--- src/rtl/sdq_pkg.sv ---
`default_nettype none

package sdq_pkg;

    localparam int GAIN_W      = 17;
    localparam int GAIN_FRAC   = 16;
    localparam int NOISE_W     = 16;
    localparam int NOISE_FRAC  = 12;
    localparam int BD_W        = 6;
    localparam int BD_MIN      = 1;
    localparam int BD_MAX      = 32;
    localparam int CFG_IDX_W   = 3;
    localparam int CFG_DATA_W  = GAIN_W;
    localparam int N_STG       = 5;
    localparam int NOISE_SHIFT = NOISE_FRAC + GAIN_FRAC;

    localparam logic [CFG_IDX_W-1:0] REG_BIT_DEPTH   = 3'd0;
    localparam logic [CFG_IDX_W-1:0] REG_DITHER_ON   = 3'd1;
    localparam logic [CFG_IDX_W-1:0] REG_QUANTIZE_ON = 3'd2;
    localparam logic [CFG_IDX_W-1:0] REG_ERROR_ONLY  = 3'd3;
    localparam logic [CFG_IDX_W-1:0] REG_AUTO_DITHER = 3'd4;
    localparam logic [CFG_IDX_W-1:0] REG_INPUT_GAIN  = 3'd5;
    localparam logic [CFG_IDX_W-1:0] REG_OUTPUT_GAIN = 3'd6;
    localparam logic [CFG_IDX_W-1:0] REG_NOISE_GAIN  = 3'd7;

    localparam logic [BD_W-1:0]   BD_RESET   = 6'd16;
    localparam logic [GAIN_W-1:0] GAIN_UNITY = 17'd65536;

    typedef struct packed {
        logic [BD_W-1:0]   bit_depth;
        logic              dither_on;
        logic              quantize_on;
        logic              error_only;
        logic              auto_dither;
        logic [GAIN_W-1:0] input_gain;
        logic [GAIN_W-1:0] output_gain;
        logic [GAIN_W-1:0] noise_gain;
    } t_cfg;

endpackage

`default_nettype wire

--- src/rtl/sdq_cfg.sv ---
`default_nettype none

module sdq_cfg
    import sdq_pkg::*;
(
    input  wire logic                  i_clk,
    input  wire logic                  i_rst_n,
    input  wire logic                  i_cfg_valid,
    output logic                       o_cfg_ready,
    input  wire logic [CFG_IDX_W-1:0]  i_cfg_index,
    input  wire logic [CFG_DATA_W-1:0] i_cfg_data,
    output t_cfg                       o_cfg
);

    t_cfg r_cfg;
    t_cfg n_cfg;

    assign o_cfg_ready = 1'b1;

    always_comb begin
        n_cfg = r_cfg;
        if (i_cfg_valid) begin
            unique case (i_cfg_index)
                REG_BIT_DEPTH:   n_cfg.bit_depth   = i_cfg_data[BD_W-1:0];
                REG_DITHER_ON:   n_cfg.dither_on   = i_cfg_data[0];
                REG_QUANTIZE_ON: n_cfg.quantize_on = i_cfg_data[0];
                REG_ERROR_ONLY:  n_cfg.error_only  = i_cfg_data[0];
                REG_AUTO_DITHER: n_cfg.auto_dither = i_cfg_data[0];
                REG_INPUT_GAIN:  n_cfg.input_gain  = i_cfg_data[GAIN_W-1:0];
                REG_OUTPUT_GAIN: n_cfg.output_gain = i_cfg_data[GAIN_W-1:0];
                REG_NOISE_GAIN:  n_cfg.noise_gain  = i_cfg_data[GAIN_W-1:0];
                default:         n_cfg = r_cfg;
            endcase
        end
    end

    always_ff @(posedge i_clk) begin
        if (!i_rst_n) begin
            r_cfg.bit_depth   <= BD_RESET;
            r_cfg.dither_on   <= 1'b1;
            r_cfg.quantize_on <= 1'b0;
            r_cfg.error_only  <= 1'b0;
            r_cfg.auto_dither <= 1'b0;
            r_cfg.input_gain  <= GAIN_UNITY;
            r_cfg.output_gain <= GAIN_UNITY;
            r_cfg.noise_gain  <= GAIN_UNITY;
        end else begin
            r_cfg <= n_cfg;
        end
    end

    // The datapath sees the bit depth already limited to its legal range.
    always_comb begin
        o_cfg = r_cfg;
        if (r_cfg.bit_depth < BD_W'(BD_MIN)) begin
            o_cfg.bit_depth = BD_W'(BD_MIN);
        end else if (r_cfg.bit_depth > BD_W'(BD_MAX)) begin
            o_cfg.bit_depth = BD_W'(BD_MAX);
        end
    end

endmodule

`default_nettype wire

--- config.mk ---
export PLATFORM = sky130hd
export DESIGN_NAME = sdq_cfg
export DESIGN_NICKNAME = d
export VERILOG_FILES = /design/src/rtl/sdq_pkg.sv /design/src/rtl/sdq_cfg.sv
export SDC_FILE = /design/constraint.sdc
export NUM_CORES = 1
export LEC_CHECK = 0
export BUFFER_PORTS_ARGS = -buffer_cell sky130_fd_sc_hd__buf_2
export CAP_MARGIN = 20
export CORE_UTILIZATION = 51
export DETAILED_ROUTE_END_ITERATION = 6
export PLACE_DENSITY = 0.79
export SLEW_MARGIN = 10
export SYNTH_ARGS = -nofsm -noshare
export SYNTH_HDL_FRONTEND = slang
export SYNTH_SLANG_ARGS = --single-unit
--- constraint.sdc ---
create_clock -name i_clk -period 1.65 [get_ports i_clk]
set_clock_uncertainty 0.15 [all_clocks]
set_input_delay 0.165 -clock i_clk [delete_from_list [all_inputs] [get_ports i_clk]]
set_output_delay 0.165 -clock i_clk [all_outputs]
set_load 0.005 [all_outputs]
; Word-level counts from Yosys, hierarchy flattened
; Index checks and enable logic that the tools add are counted.
[totals]
inputBits = 23
out_inout_bits = 62
ff_bits = 61
elab_cells = 28
[classes]
reduce_logical = 9
eq_ne = 7
magnitude_cmp = 2
muxes = 2
[ops]
columns = operator, count
row1 = 2-bit AND reduction, 8
row2 = 3-bit == test (second input constant), 4
row3 = 6-bit 2-to-1 mux, 2
row4 = 3-bit by 2-bit == test with 1-bit output (second input constant), 2
row5 = 6-bit > comparator (second input constant), 1
row6 = 6-bit by 1-bit less-than comparator with 1-bit output (second input constant), 1
row7 = 3-bit by 1-bit == test with 1-bit output (second input constant), 1
row8 = 3-bit logical NOT, 1

; Logic depth before layout (Yosys ltp)
[depth]
depth_word = 3
mapped_depth = 4
depth_no_buf = 2

; Worst setup path before layout
; Ideal clock, no wire load.
[synth_path]
path_type = reg-to-output
from = register r_cfg[56] in the netlist's numbering
to = output port o_cfg[55] in the netlist's numbering
path_stages_with_launch = 3
path_slack_ns = 0.369
arrival_time_ns = 0.966
required_ns = 1.335
n_path_buf = 0
path_cell_list = dfxtp_1 -> or4_1 -> a21oi_1
[synth_rtl]
columns = item, line_no
row1 = from (decl), sdq_cfg.sv:15  ; t_cfg r_cfg;
row2 = from (signal assigned), sdq_cfg.sv:48  ; r_cfg <= n_cfg;
row3 = to (decl), sdq_cfg.sv:12  ; output t_cfg o_cfg

==> metrics.yaml <==
grt_pass1_vias: 1640
core_area_sq_mm: 0.00517
vias_per_cell: 4.71
clockBufferDepth: 2
layout_common_cells: "buf_2, nand2_1, mux2i_1"
worstSkewPairLatency_ps: 310
tns_ps: -45.9
die_w_um: 75.9
ir_drop_mv: 0.524
finalSetupViolCount: 1
status: "finished, violations left"
finalCritPeriodShare_pct: 103
buffer_ports.inserted: 83
n_antenna_cell: 0
ys_ff_latch: 61
critPathCaptureType: "primary output"
syn-num-nets: 314
cts_tree: "done"
area_growth_pct: 11.3
stdcell_count: 401
synth_cells: 291
drv_cap: 0
arrival_ps: 1380
synth_warnings: 0
cp_slowest_stage_delay_ps: 510
fin_util_pct: 59.9
antenna_found_initial: 0
clk_pin_slew_ps: 60
required_ps: 1330
drc_errors: 0
hold_viol: 0
period_needed_ps: 1700
final_common_cell: "buf_2"
cts_num_sinks: 61
cts_root_buf: "clkbuf_8"
cts_buffers: 9
initial_utilization_pct: 53.8
crit_slowest_cell: "or4_1"
die_h_um: 75.9
grt_max_degree: 46
violations: "negative setup slack"
clock.fmax_mhz: 590
totalWireLength_um: 5010
setup.worst_path.start_class: "flop"
drv_slew: 0
timing.final.ws_setup_ps: -45.9
drive_gt1_share_pct: 31.4
grt_pass1_wl_um: 7590
dp_hpwl_um: 3350
worstSetupPathType: "flop to primary output"
pin_count: 85
syn_area_sq_mm: 0.00278
wl_per_cell_um: 12.5
fin_nets: 351
die_area_sq_mm: 0.00575
detail-route-antenna-nets: 0
p_leak_nw: 1.74
h-tree-depth: 3
synthDistinctLibCells: 18
yosysSeqAreaShare_pct: 43.9
path_cells: "or4_1 > a21oi_1 > buf_2"
dr.pass1.iters: 4
placed_cells: 376
rows: 26
track_usage_pct: 18.1
place_congestion: 0.807
rsz0062_at_grt: "yes"
avgSynthCellArea_sq_um: 9.56
cp_max_fo: 2
hp-class: "input port to flop"
vias: 1889
drtIter0Drc: 60
p_per_area_mw_per_mm2: 896
grt_overflow: 0
critical path: cells and delay by family, from the launching register on:
family	cells	cell delay (ps)
AOI/OAI and AO/OA	1	120
buffers and inverters	1	120
DFF	1	310
and+or+nand+nor	1	510
worst paths after layout:
path               endpoint          start  slack (ps)  depth (start not counted)
setup / recovery  o_cfg[55]      r_cfg[59]         -50                          3
hold / removal     o_cfg[7]  i_cfg_data[7]          20                          3
setup reg to reg  r_cfg[59]      r_cfg[59]         770                          3
hold reg to reg   o_cfg[42]      o_cfg[42]         300                          2
what timing repair did:
item                                   4_1_cts  5_1_grt
hold buffers                                10        0
pin swaps                                    2        0
endpoints found under the hold margin       23        0
gates resized for setup                      2        0
setup buffers                                1        0
setup endpoints to repair                    1        1
cell type report:
type,count,area (sq um)
multi-input cells,156,1050
fillers,456,2080
well taps,70,87.6
repair buffers,99,586
clock inverters,3,15.0
clock buffers,11,131
flip-flops and latches,61,1220
inverters,1,3.75
synthesized netlist by cell type:
master    number  area share, %
buf_4         59             16
nor2b_1       12            2.7
nand4b_1       3           0.94
nand2_1       72            9.7
or4b_1         1           0.36
inv_1          1           0.13
or4_1          1           0.27
and4bb_1       1           0.45
and4bb_2       1           0.45
nor4bb_1       1           0.36
a21oi_1        1           0.18
buf_6          1           0.40
buf_2          3           0.54
clkbuf_1      10            1.3
nand4_1        1           0.23
mux2i_1       61             22
dfxtp_1       61             44
conb_1         1           0.13
per-stage QoR:
| stage | hold slack, ps | total power, mW | setup slack, ps | instance area (sq um) |
|---|---|---|---|---|
| after floorplan | 175 | 1.71 | 369 | 2780 |
| after global placement | 291 | 1.76 | 191 | 2840 |
| after detailed placement | 299 | 1.76 | 163 | 2840 |
| after CTS | 4.56 | 2.81 | -69.5 | 3100 |
| after global routing | 16.9 | 2.92 | -120 | 3100 |
| final | 15.6 | 2.78 | -45.9 | 3100 |
cells by family after synthesis:
group	count (synthesis)	synth area share [%]
AND/OR/NAND/NOR	93	15.5
buffers and inverters	74	18.4
multiplexers	61	22.0
flip-flops	61	43.9
AO/OA/AOI/OAI	1	0.180
other	1	0.135
metal layers:
metal / track usage [%] / wire, um / up-vias
li1: - / - / 961
met1: 22.3 / 2270 / 877
met2: 28.8 / 2460 / 45
met3: 5.56 / 224 / 6
met4: 8.44 / 58 / 0
met5: 0 / 0 / -
flip-flops by register name (all words and copies together), names as in the netlist:
register,count
r_cfg,6
o_cfg,55
power breakdown:
group          switching, mW  total (mW)  leakage [nW]  internal (mW)
logic                  0.116       0.229          1.17          0.113
registers             0.0160        1.52         0.494           1.51
clock network          0.503        1.02        0.0788          0.521
total                  0.636        2.78          1.74           2.14
Power figures use the tool's default switching activity.
