File: config.mk
export PLATFORM = sky130hd
export DESIGN_NAME = sdq_pipe_ctl
export DESIGN_NICKNAME = d
export VERILOG_FILES = /design/src/rtl/sdq_pkg.sv /design/src/rtl/sdq_pipe_ctl.sv
export SDC_FILE = /design/constraint.sdc
export NUM_CORES = 1
export LEC_CHECK = 0
export ABC_CLOCK_PERIOD_IN_PS = 1100
export BUFFER_PORTS_ARGS = -buffer_cell sky130_fd_sc_hd__buf_2
export CAP_MARGIN = 20
export CORE_AREA = 4 4 41 43
export CTS_CLUSTER_SIZE = 24
export DETAILED_ROUTE_END_ITERATION = 7
export DIE_AREA = 0 0 45 47
export GPL_ROUTABILITY_DRIVEN = 0
export SKIP_CTS_REPAIR_TIMING = 1
export SLEW_MARGIN = 20
export SYNTH_ARGS = -nofsm -noshare
export SYNTH_HDL_FRONTEND = slang
export SYNTH_SLANG_ARGS = --single-unit
File: constraint.sdc
create_clock -name i_clk -period 1.1 [get_ports i_clk]
set_clock_uncertainty 0.2 [all_clocks]
set_input_delay 0.11 -clock i_clk [delete_from_list [all_inputs] [get_ports i_clk]]
set_output_delay 0.11 -clock i_clk [all_outputs]
set_load 0.01 [all_outputs]
File: src/rtl/sdq_pkg.sv
`default_nettype none

package sdq_pkg;

    localparam int GAIN_W      = 17;
    localparam int GAIN_FRAC   = 16;
    localparam int NOISE_W     = 16;
    localparam int NOISE_FRAC  = 12;
    localparam int BD_W        = 6;
    localparam int BD_MIN      = 1;
    localparam int BD_MAX      = 32;
    localparam int CFG_IDX_W   = 3;
    localparam int CFG_DATA_W  = GAIN_W;
    localparam int N_STG       = 5;
    localparam int NOISE_SHIFT = NOISE_FRAC + GAIN_FRAC;

    localparam logic [CFG_IDX_W-1:0] REG_BIT_DEPTH   = 3'd0;
    localparam logic [CFG_IDX_W-1:0] REG_DITHER_ON   = 3'd1;
    localparam logic [CFG_IDX_W-1:0] REG_QUANTIZE_ON = 3'd2;
    localparam logic [CFG_IDX_W-1:0] REG_ERROR_ONLY  = 3'd3;
    localparam logic [CFG_IDX_W-1:0] REG_AUTO_DITHER = 3'd4;
    localparam logic [CFG_IDX_W-1:0] REG_INPUT_GAIN  = 3'd5;
    localparam logic [CFG_IDX_W-1:0] REG_OUTPUT_GAIN = 3'd6;
    localparam logic [CFG_IDX_W-1:0] REG_NOISE_GAIN  = 3'd7;

    localparam logic [BD_W-1:0]   BD_RESET   = 6'd16;
    localparam logic [GAIN_W-1:0] GAIN_UNITY = 17'd65536;

    typedef struct packed {
        logic [BD_W-1:0]   bit_depth;
        logic              dither_on;
        logic              quantize_on;
        logic              error_only;
        logic              auto_dither;
        logic [GAIN_W-1:0] input_gain;
        logic [GAIN_W-1:0] output_gain;
        logic [GAIN_W-1:0] noise_gain;
    } t_cfg;

endpackage

`default_nettype wire

File: src/rtl/sdq_pipe_ctl.sv
`default_nettype none

module sdq_pipe_ctl
    import sdq_pkg::*;
(
    input  wire logic   i_clk,
    input  wire logic   i_rst_n,
    input  wire logic   i_in_valid,
    input  wire logic   i_out_stall,
    output logic        o_in_stall,
    output logic        o_out_valid,
    output logic [N_STG-1:0] o_en
);

    logic [N_STG-1:0] r_vld;
    logic [N_STG-1:0] n_vld;
    logic [N_STG-1:0] en;

    // A stage loads when it is empty or when the stage after it moves on.
    always_comb begin
        en[N_STG-1] = !r_vld[N_STG-1] || !i_out_stall;
        for (int s = N_STG - 2; s >= 0; s--) begin
            en[s] = !r_vld[s] || en[s+1];
        end
    end

    always_comb begin
        n_vld = r_vld;
        if (en[0]) begin
            n_vld[0] = i_in_valid;
        end
        for (int s = 1; s < N_STG; s++) begin
            if (en[s]) begin
                n_vld[s] = r_vld[s-1];
            end
        end
    end

    always_ff @(posedge i_clk) begin
        if (!i_rst_n) begin
            r_vld <= '0;
        end else begin
            r_vld <= n_vld;
        end
    end

    assign o_en        = en;
    assign o_in_stall  = !en[0];
    assign o_out_valid = r_vld[N_STG-1];

endmodule

`default_nettype wire

; ---- After elaboration in Yosys (flattened, before gate mapping)
; Index checks and enable logic that the tools add are counted.
[op_classes]
reduce_logical = 12
[op_table]
columns = op, n
row1 = 1-bit logical NOT, 7
row2 = 1-bit logical OR, 5
[word_totals]
register_bits = 5
wordCells = 17

; ---- Depth between registers and ports, before layout
; Gate-level depths: netlist of the first run.
[logic_depth]
word_depth = 7
ltp_mapped = 3

; ---- Least setup slack after synthesis of the first run
; OpenSTA, ideal clock, no wires.
[synth_path]
path_type = reg-to-output
from = register r_vld[4]
to = output port o_in_stall
path_stages_with_launch = 3
path_slack_ps = -93
arrival_time_ps = 883
required_ps = 790
cell_sequence = dfxtp_1 -> and4_4 -> and3_1
[synth_between]
elab_chain_len = 7
[synth_lines]
columns = item, line_no
row1 = from (decl), sdq_pipe_ctl.sv:15  ; logic [N_STG-1:0] r_vld;
row2 = from (signal assigned), sdq_pipe_ctl.sv:43  ; r_vld <= n_vld;
row3 = 1-bit logical NOT, sdq_pipe_ctl.sv:21  ; en[N_STG-1] = !r_vld[N_STG-1] || !i_out_stall;
row4 = 1-bit logical OR, sdq_pipe_ctl.sv:21
row5 = 1-bit logical OR (4 in series), sdq_pipe_ctl.sv:23  ; en[s] = !r_vld[s] || en[s+1];
row6 = 1-bit logical NOT, sdq_pipe_ctl.sv:48  ; assign o_in_stall = !en[0];
row7 = to (decl), sdq_pipe_ctl.sv:10  ; output logic o_in_stall,
; Every way passes these cells.

; ---- Final worst setup path of the first run
; Same ends and word-level chain as after synthesis.

==> reports/metrics.yaml, run 1 <==
final.setup.tns_ns: -1.23
slew_violations: 0
regMostFlops: "r_vld"
synth.distinct_cells: 12
setup_slack_ns: -0.323
tightest_slew_ns: 0.183
cts_tree: "done"
cts.sinks: 5
drt_iter0_markers: 1
yosys_warnings: 0
cp-end-kind: "output pin"
netlist_instances: 23
fmax_ghz: 0.703
grt_usage: 0.0600
ant_nets: 0
rsz0062_at_grt: "true"
start_util: 0.158
syn_nets: 27
critPathRequiredTime_ns: 0.79
finalNonFillerCells: 59
leakage_uw: 0.000163
via_per_inst: 4.00
setup_viol: 8
start_kind: "flip-flop"
clk-insertion-delay-late_ns: 0.24
root_buffer: "clkbuf_4"
coreArea_mm2: 0.00130
vdd_drop_max_uv: 359
maxCapViolations: 0
antenna_found_initial: 0
finish.utilization: 0.313
io_pins: 11
dieHeight_um: 47
synth_area_um2: 205
num_vias: 236
routed_wl_um: 545
grt_max_degree: 8
diodes: 0
worstPathMaxFanout: 5
ys_ff_latch: 5
dieArea_mm2: 0.00212
h-tree-depth: 1
layout_min_cycle_time_ns: 1.42
path_clk_slew_ns: 0.05
hp-class: "input pin to flip-flop"
power_density_mw_per_mm2: 1080
slew_headroom: 0.878
yosys.area.top_type: "dfxtp_1"
crit_type: "flip-flop to output pin"
drt-wirelength-per-cell_um: 9.24
drcViolationCount: 0
fp-row-count: 13
finalCritPeriodShare: 1.29
yosys-top-cells-area: "dfxtp_1, nand2_1, o21ai_2"
avgSynthCellArea_um2: 8.92
reg.largest.list: "r_vld (5)"
drtPass1Iterations: 2
die_w_um: 45
drive_gt1_frac: 0.614
status: "complete, but fails checks"
cts_buffer_depth: 2
gr-total-overflow: 0
synth-seq-area-share: 0.488
cts_made_buffers: 3
layout.nets: 49
violations: "negative setup slack"
finalHoldViolCount: 0
grt_pass1_wl_um: 807
io_buffer_count: 10
power_uw: 439
synth_top_area_share: 0.488
crit_arrival_ns: 1.11
fin_hold_ws_ns: 0.0894
largest_reg_flops: 5
synthToLayoutAreaGrowth_pct: 98.8
dp_cells: 52
grt_pass1_vias: 212
==> layer usage <==
| metal | wire length, um | share of wire | track usage | vias up |
|---|---|---|---|---|
| met3 | 43 | 0.079 | 0.0345 | 0 |
| met1 | 211 | 0.39 | 0.0591 | 110 |
| li1 | - | - | - | 119 |
| met4 | 0 | 0 | 0.0702 | 0 |
| met2 | 290 | 0.53 | 0.0819 | 7 |
| met5 | 0 | 0 | 0 | - |
==> power by group <==
part	switching (uW)	leakage (uW)	internal (uW)
clock	76.9	0.0000150	137
combinational	13.3	0.000106	19.1
sequential	5.12	0.0000423	188
total	95.3	0.000163	344
==> stage by stage <==
stage | area [um^2] | worst slack, ns
6_report | 408 | -0.323
5_1_grt | 408 | -0.359
4_1_cts | 337 | -0.377
3_5_place_dp | 310 | -0.104
3_3_place_gp | 310 | -0.0889
2_1_floorplan | 211 | -0.0172
==> worst max-delay path, stage by stage (launching register included) <==
cell     delay (ns)
dfxtp_2        0.32
and4_4         0.27
and3_4         0.19
buf_6          0.09
==> synthesized netlist by cell type <==
cell      number
a21boi_0       1
a21oi_1        1
and3_1         1
and4_4         1
dfxtp_1        5
inv_1          1
inv_4          1
nand2_1        5
nand3_1        3
nor2b_1        1
o21a_1         1
o21ai_2        2
==> cells in the final DEF (no fill, tap or decap), types with 2 or more instances in the layout <==
| cell | count |
|---|---|
| buf_6 | 5 |
| dlygate4sd3_1 | 2 |
| buf_4 | 4 |
| nand3_1 | 2 |
| nand2_1 | 5 |
| dfxtp_2 | 3 |
| clkbuf_4 | 3 |
| buf_2 | 6 |
| o21ai_2 | 2 |
| dfxtp_1 | 2 |
==> area by class of cell <==
| class | count | area (um^2) |
|---|---|---|
| clock buffers | 4 | 26.3 |
| fillers | 156 | 893 |
| flip-flops and latches | 5 | 104 |
| multi-input cells | 16 | 113 |
| inverters | 2 | 10.0 |
| repair buffers | 17 | 136 |
| well taps | 15 | 18.8 |
==> cell families (layout without fill, tap and decap cells) <==
kind of cell,Yosys count,in the layout,share of synthesized area
compound gates,5,5,0.183
simple gates,11,11,0.281
flops,5,5,0.488
buf+inv,2,23,0.0488
==> final timing paths <==
| kind | start | end | slack [ns] | cells past startpoint |
|---|---|---|---|---|
| worst max-delay path | r_vld[4] | o_in_stall | -0.32 | 3 |
| worst min-delay path | i_out_stall | r_vld[4] | 0.09 | 4 |
| worst max register to register | r_vld[4] | r_vld[0] | 0 | 4 |
| worst min register to register | r_vld[0] | r_vld[1] | 0.29 | 2 |
(Power assumes the default switching activity.)
==> run 2: changes to the inputs <==
CTS_BUF_LIST = sky130_fd_sc_hd__clkbuf_8 sky130_fd_sc_hd__clkbuf_16   (was not set)
==> run 2 against run 1 <==
The run ends with negative hold slack, negative setup slack left; global-route usage unchanged; power up 27%; worst hold slack worse by 0.099 ns; non-clock buffer count up 2; critical path depth unchanged; cell area up 9.8%; count of clock-buffer cells in the layout down 1; first-iteration DRC count unchanged; via count up 2.1%; worst setup slack better by 0.031 ns; sequential power about the same; clock power up 54%; largest power group unchanged; highest routed layer unchanged.
==> reports/metrics.yaml, run 2 (synthesis gave the netlist of run 1 again) <==
root_buffer: "clkbuf_8"  # was clkbuf_4
drcViolationCount: 0  # unchanged
register_area_um2: 104  # unchanged
reg.largest.list: "r_vld (5)"  # unchanged
worst-path-stages: 3  # unchanged
cts.sinks: 5  # unchanged
place_ws_ns: -0.104  # unchanged
via_per_inst: 3.95  # was 4.00
start_kind: "flip-flop"  # unchanged
cts_made_buffers: 3  # unchanged
finalHoldViolCount: 1  # was 0
ant_nets: 0  # unchanged
violations: "negative hold slack, negative setup slack"  # was negative setup slack
worstPathMaxFanout: 5  # unchanged
clk-insertion-delay-late_ns: 0.22  # was 0.24 ns
drtPass1Iterations: 2  # unchanged
rsz0062_at_grt: "true"  # unchanged
grt_max_degree: 8  # unchanged
grt_usage: 0.0600  # unchanged
cp-end-kind: "output pin"  # unchanged
p_int_uw: 449  # was 344 uW
reg2regPathDepth: 4  # unchanged
dp_cells: 52  # unchanged
pwr-share-seq: 0.346  # was 0.439
gr-total-overflow: 0  # unchanged
fmax_ghz: 0.718  # was 0.703 GHz
crit_arrival_ns: 1.08  # was 1.11 ns
hp-start: "i_rst_n"  # was i_out_stall
drt-wirelength-per-cell_um: 9.59  # was 9.24 um
setup_viol: 8  # unchanged
hp-class: "input pin to flip-flop"  # unchanged
grt_pass1_wl_um: 821  # was 807 um
cts_buffer_depth: 2  # unchanged
swShare: 0.197  # was 0.217
cpMaxStageDelayCell: "dfxtp_2"  # unchanged
diodes: 0  # unchanged
pwr-share-clk: 0.590  # was 0.487
setup_slack_ns: -0.292  # was -0.323 ns
leakage_uw: 0.000185  # was 0.000163 uW
drive_gt1_frac: 0.609  # was 0.614
io_buffer_count: 10  # unchanged
critPathRequiredTime_ns: 0.79  # about the same
hold_depth: 3  # was 4
drt_iter0_markers: 1  # unchanged
die_w_um: 45  # unchanged
finalNonFillerCells: 61  # was 59
start_util: 0.158  # unchanged
largest_reg_flops: 5  # unchanged
slew_headroom: 0.870  # was 0.878
cts_tree: "done"  # unchanged
fillCellCount: 146  # was 156
h-tree-depth: 1  # unchanged
crit_type: "flip-flop to output pin"  # unchanged
grt_pass1_vias: 212  # unchanged
path_clk_slew_ns: 0.04  # was 0.05 ns
finalCritPeriodShare: 1.27  # was 1.29
path_buf_inv: 1  # unchanged
fin_hold_ws_ns: -0.00981  # was 0.0894 ns
status: "complete, but fails checks"  # unchanged
synthToLayoutAreaGrowth_pct: 118  # was 98.8%
routed_wl_um: 585  # was 545 um
layout_min_cycle_time_ns: 1.39  # was 1.42 ns
layout.nets: 51  # was 49
critPathTopFamily: "simple AND/OR/NAND/NOR gates"  # unchanged
regMostFlops: "r_vld"  # unchanged
fp-row-count: 13  # unchanged
comb_power_share: 0.064  # was 0.074
coreArea_mm2: 0.00130  # unchanged
timing.rr.end: "r_vld[1]"  # was r_vld[0]
dieArea_mm2: 0.00212  # unchanged
antenna_found_initial: 0  # unchanged
vdd_drop_max_uv: 640  # was 359 uV
cpPeakStageDelay_ns: 0.32  # about the same
switching_power_uw: 110  # was 95.3 uW
r2r_slack_ns: 0.01  # was 0 ns
worstPathCellList: "and4_4 -> and3_4 -> buf_6"  # unchanged
tightest_slew_ns: 0.195  # was 0.183 ns
dieHeight_um: 47  # unchanged
reg2reg_from: "r_vld[4]"  # unchanged
slew_violations: 0  # unchanged
power_density_mw_per_mm2: 1250  # was 1080 mW/mm^2
mostFrequentLayoutCells: "buf_2, buf_6, nand2_1, buf_4"  # was buf_2, nand2_1, buf_6, buf_4
multiInputGateArea_um2: 113  # unchanged
maxCapViolations: 0  # unchanged
num_vias: 241  # was 236
io_pins: 11  # unchanged
hold_end: "r_vld[1]"  # was r_vld[4]
## run 2: cell types whose count changed in the layout (fill, tap and decap cells not counted), sizes merged
cell and delta:
buf +1, clkbuf -1, dlygate4sd3 +1, inv +1
## run 2: tightest hold or removal path, delay by kind of cell
| kind | cells | cell delay, ns |
|---|---|---|
| buffers and inverters | 1 | 0.12 |
| AND/OR/NAND/NOR | 1 | 0.08 |
| AO/OA/AOI/OAI | 1 | 0.05 |
## run 2: area by class of cell
type	instances	area share
timing repair buffer	19	0.352
multi-input combinational	16	0.251
sequential	5	0.232
clock buffer	3	0.0922
tap	15	0.0419
inverter	2	0.0223
clock inverter	1	0.00838
## run 2: per-stage QoR
| step | TNS [ns] | util | hold slack [ns] | total power, uW | instance area (um^2) |
|---|---|---|---|---|---|
| 3_5_place_dp | -0.140 | 0.238 | 0.114 | 221 | 310 |
| 3_3_place_gp | -0.107 | 0.238 | 0.114 | 220 | 310 |
| 6_report | -1.04 | 0.344 | -0.00981 | 559 | 448 |
| 2_1_floorplan | -0.0172 | - | 0.0226 | 203 | 211 |
| 5_1_grt | -1.38 | 0.344 | 0.00539 | 588 | 448 |
| 4_1_cts | -1.23 | 0.273 | -0.113 | 556 | 355 |
## run 2: worst max-delay path by stage
stage | from | end | slack (ns)
3_3_place_gp | r_vld[2] | o_in_stall | -0.09
6_report | r_vld[4] | o_in_stall | -0.29
5_1_grt | r_vld[4] | o_in_stall | -0.32
2_1_floorplan | r_vld[4] | o_in_stall | -0.02
3_5_place_dp | r_vld[2] | o_in_stall | -0.10
4_1_cts | r_vld[2] | o_in_stall | -0.34
## run 2: layer usage
metal  track usage  vias to the layer above  wire length [um]
li1              -                      125                 -
met1        0.0591                      109               245
met2        0.0819                        7               295
met3        0.0345                        0                44
met4        0.0702                        0                 0
met5             0                        -                 0
## run 2: power by group through the flow
stage / registers [uW] / clock network (uW) / logic [uW]
6_report: 194 / 330 / 35.7
5_1_grt: 195 / 354 / 39.3
4_1_cts: 193 / 338 / 24.8
3_5_place_dp: 196 / 0 / 24.8
3_3_place_gp: 196 / 0 / 24.4
2_1_floorplan: 195 / 0 / 7.83
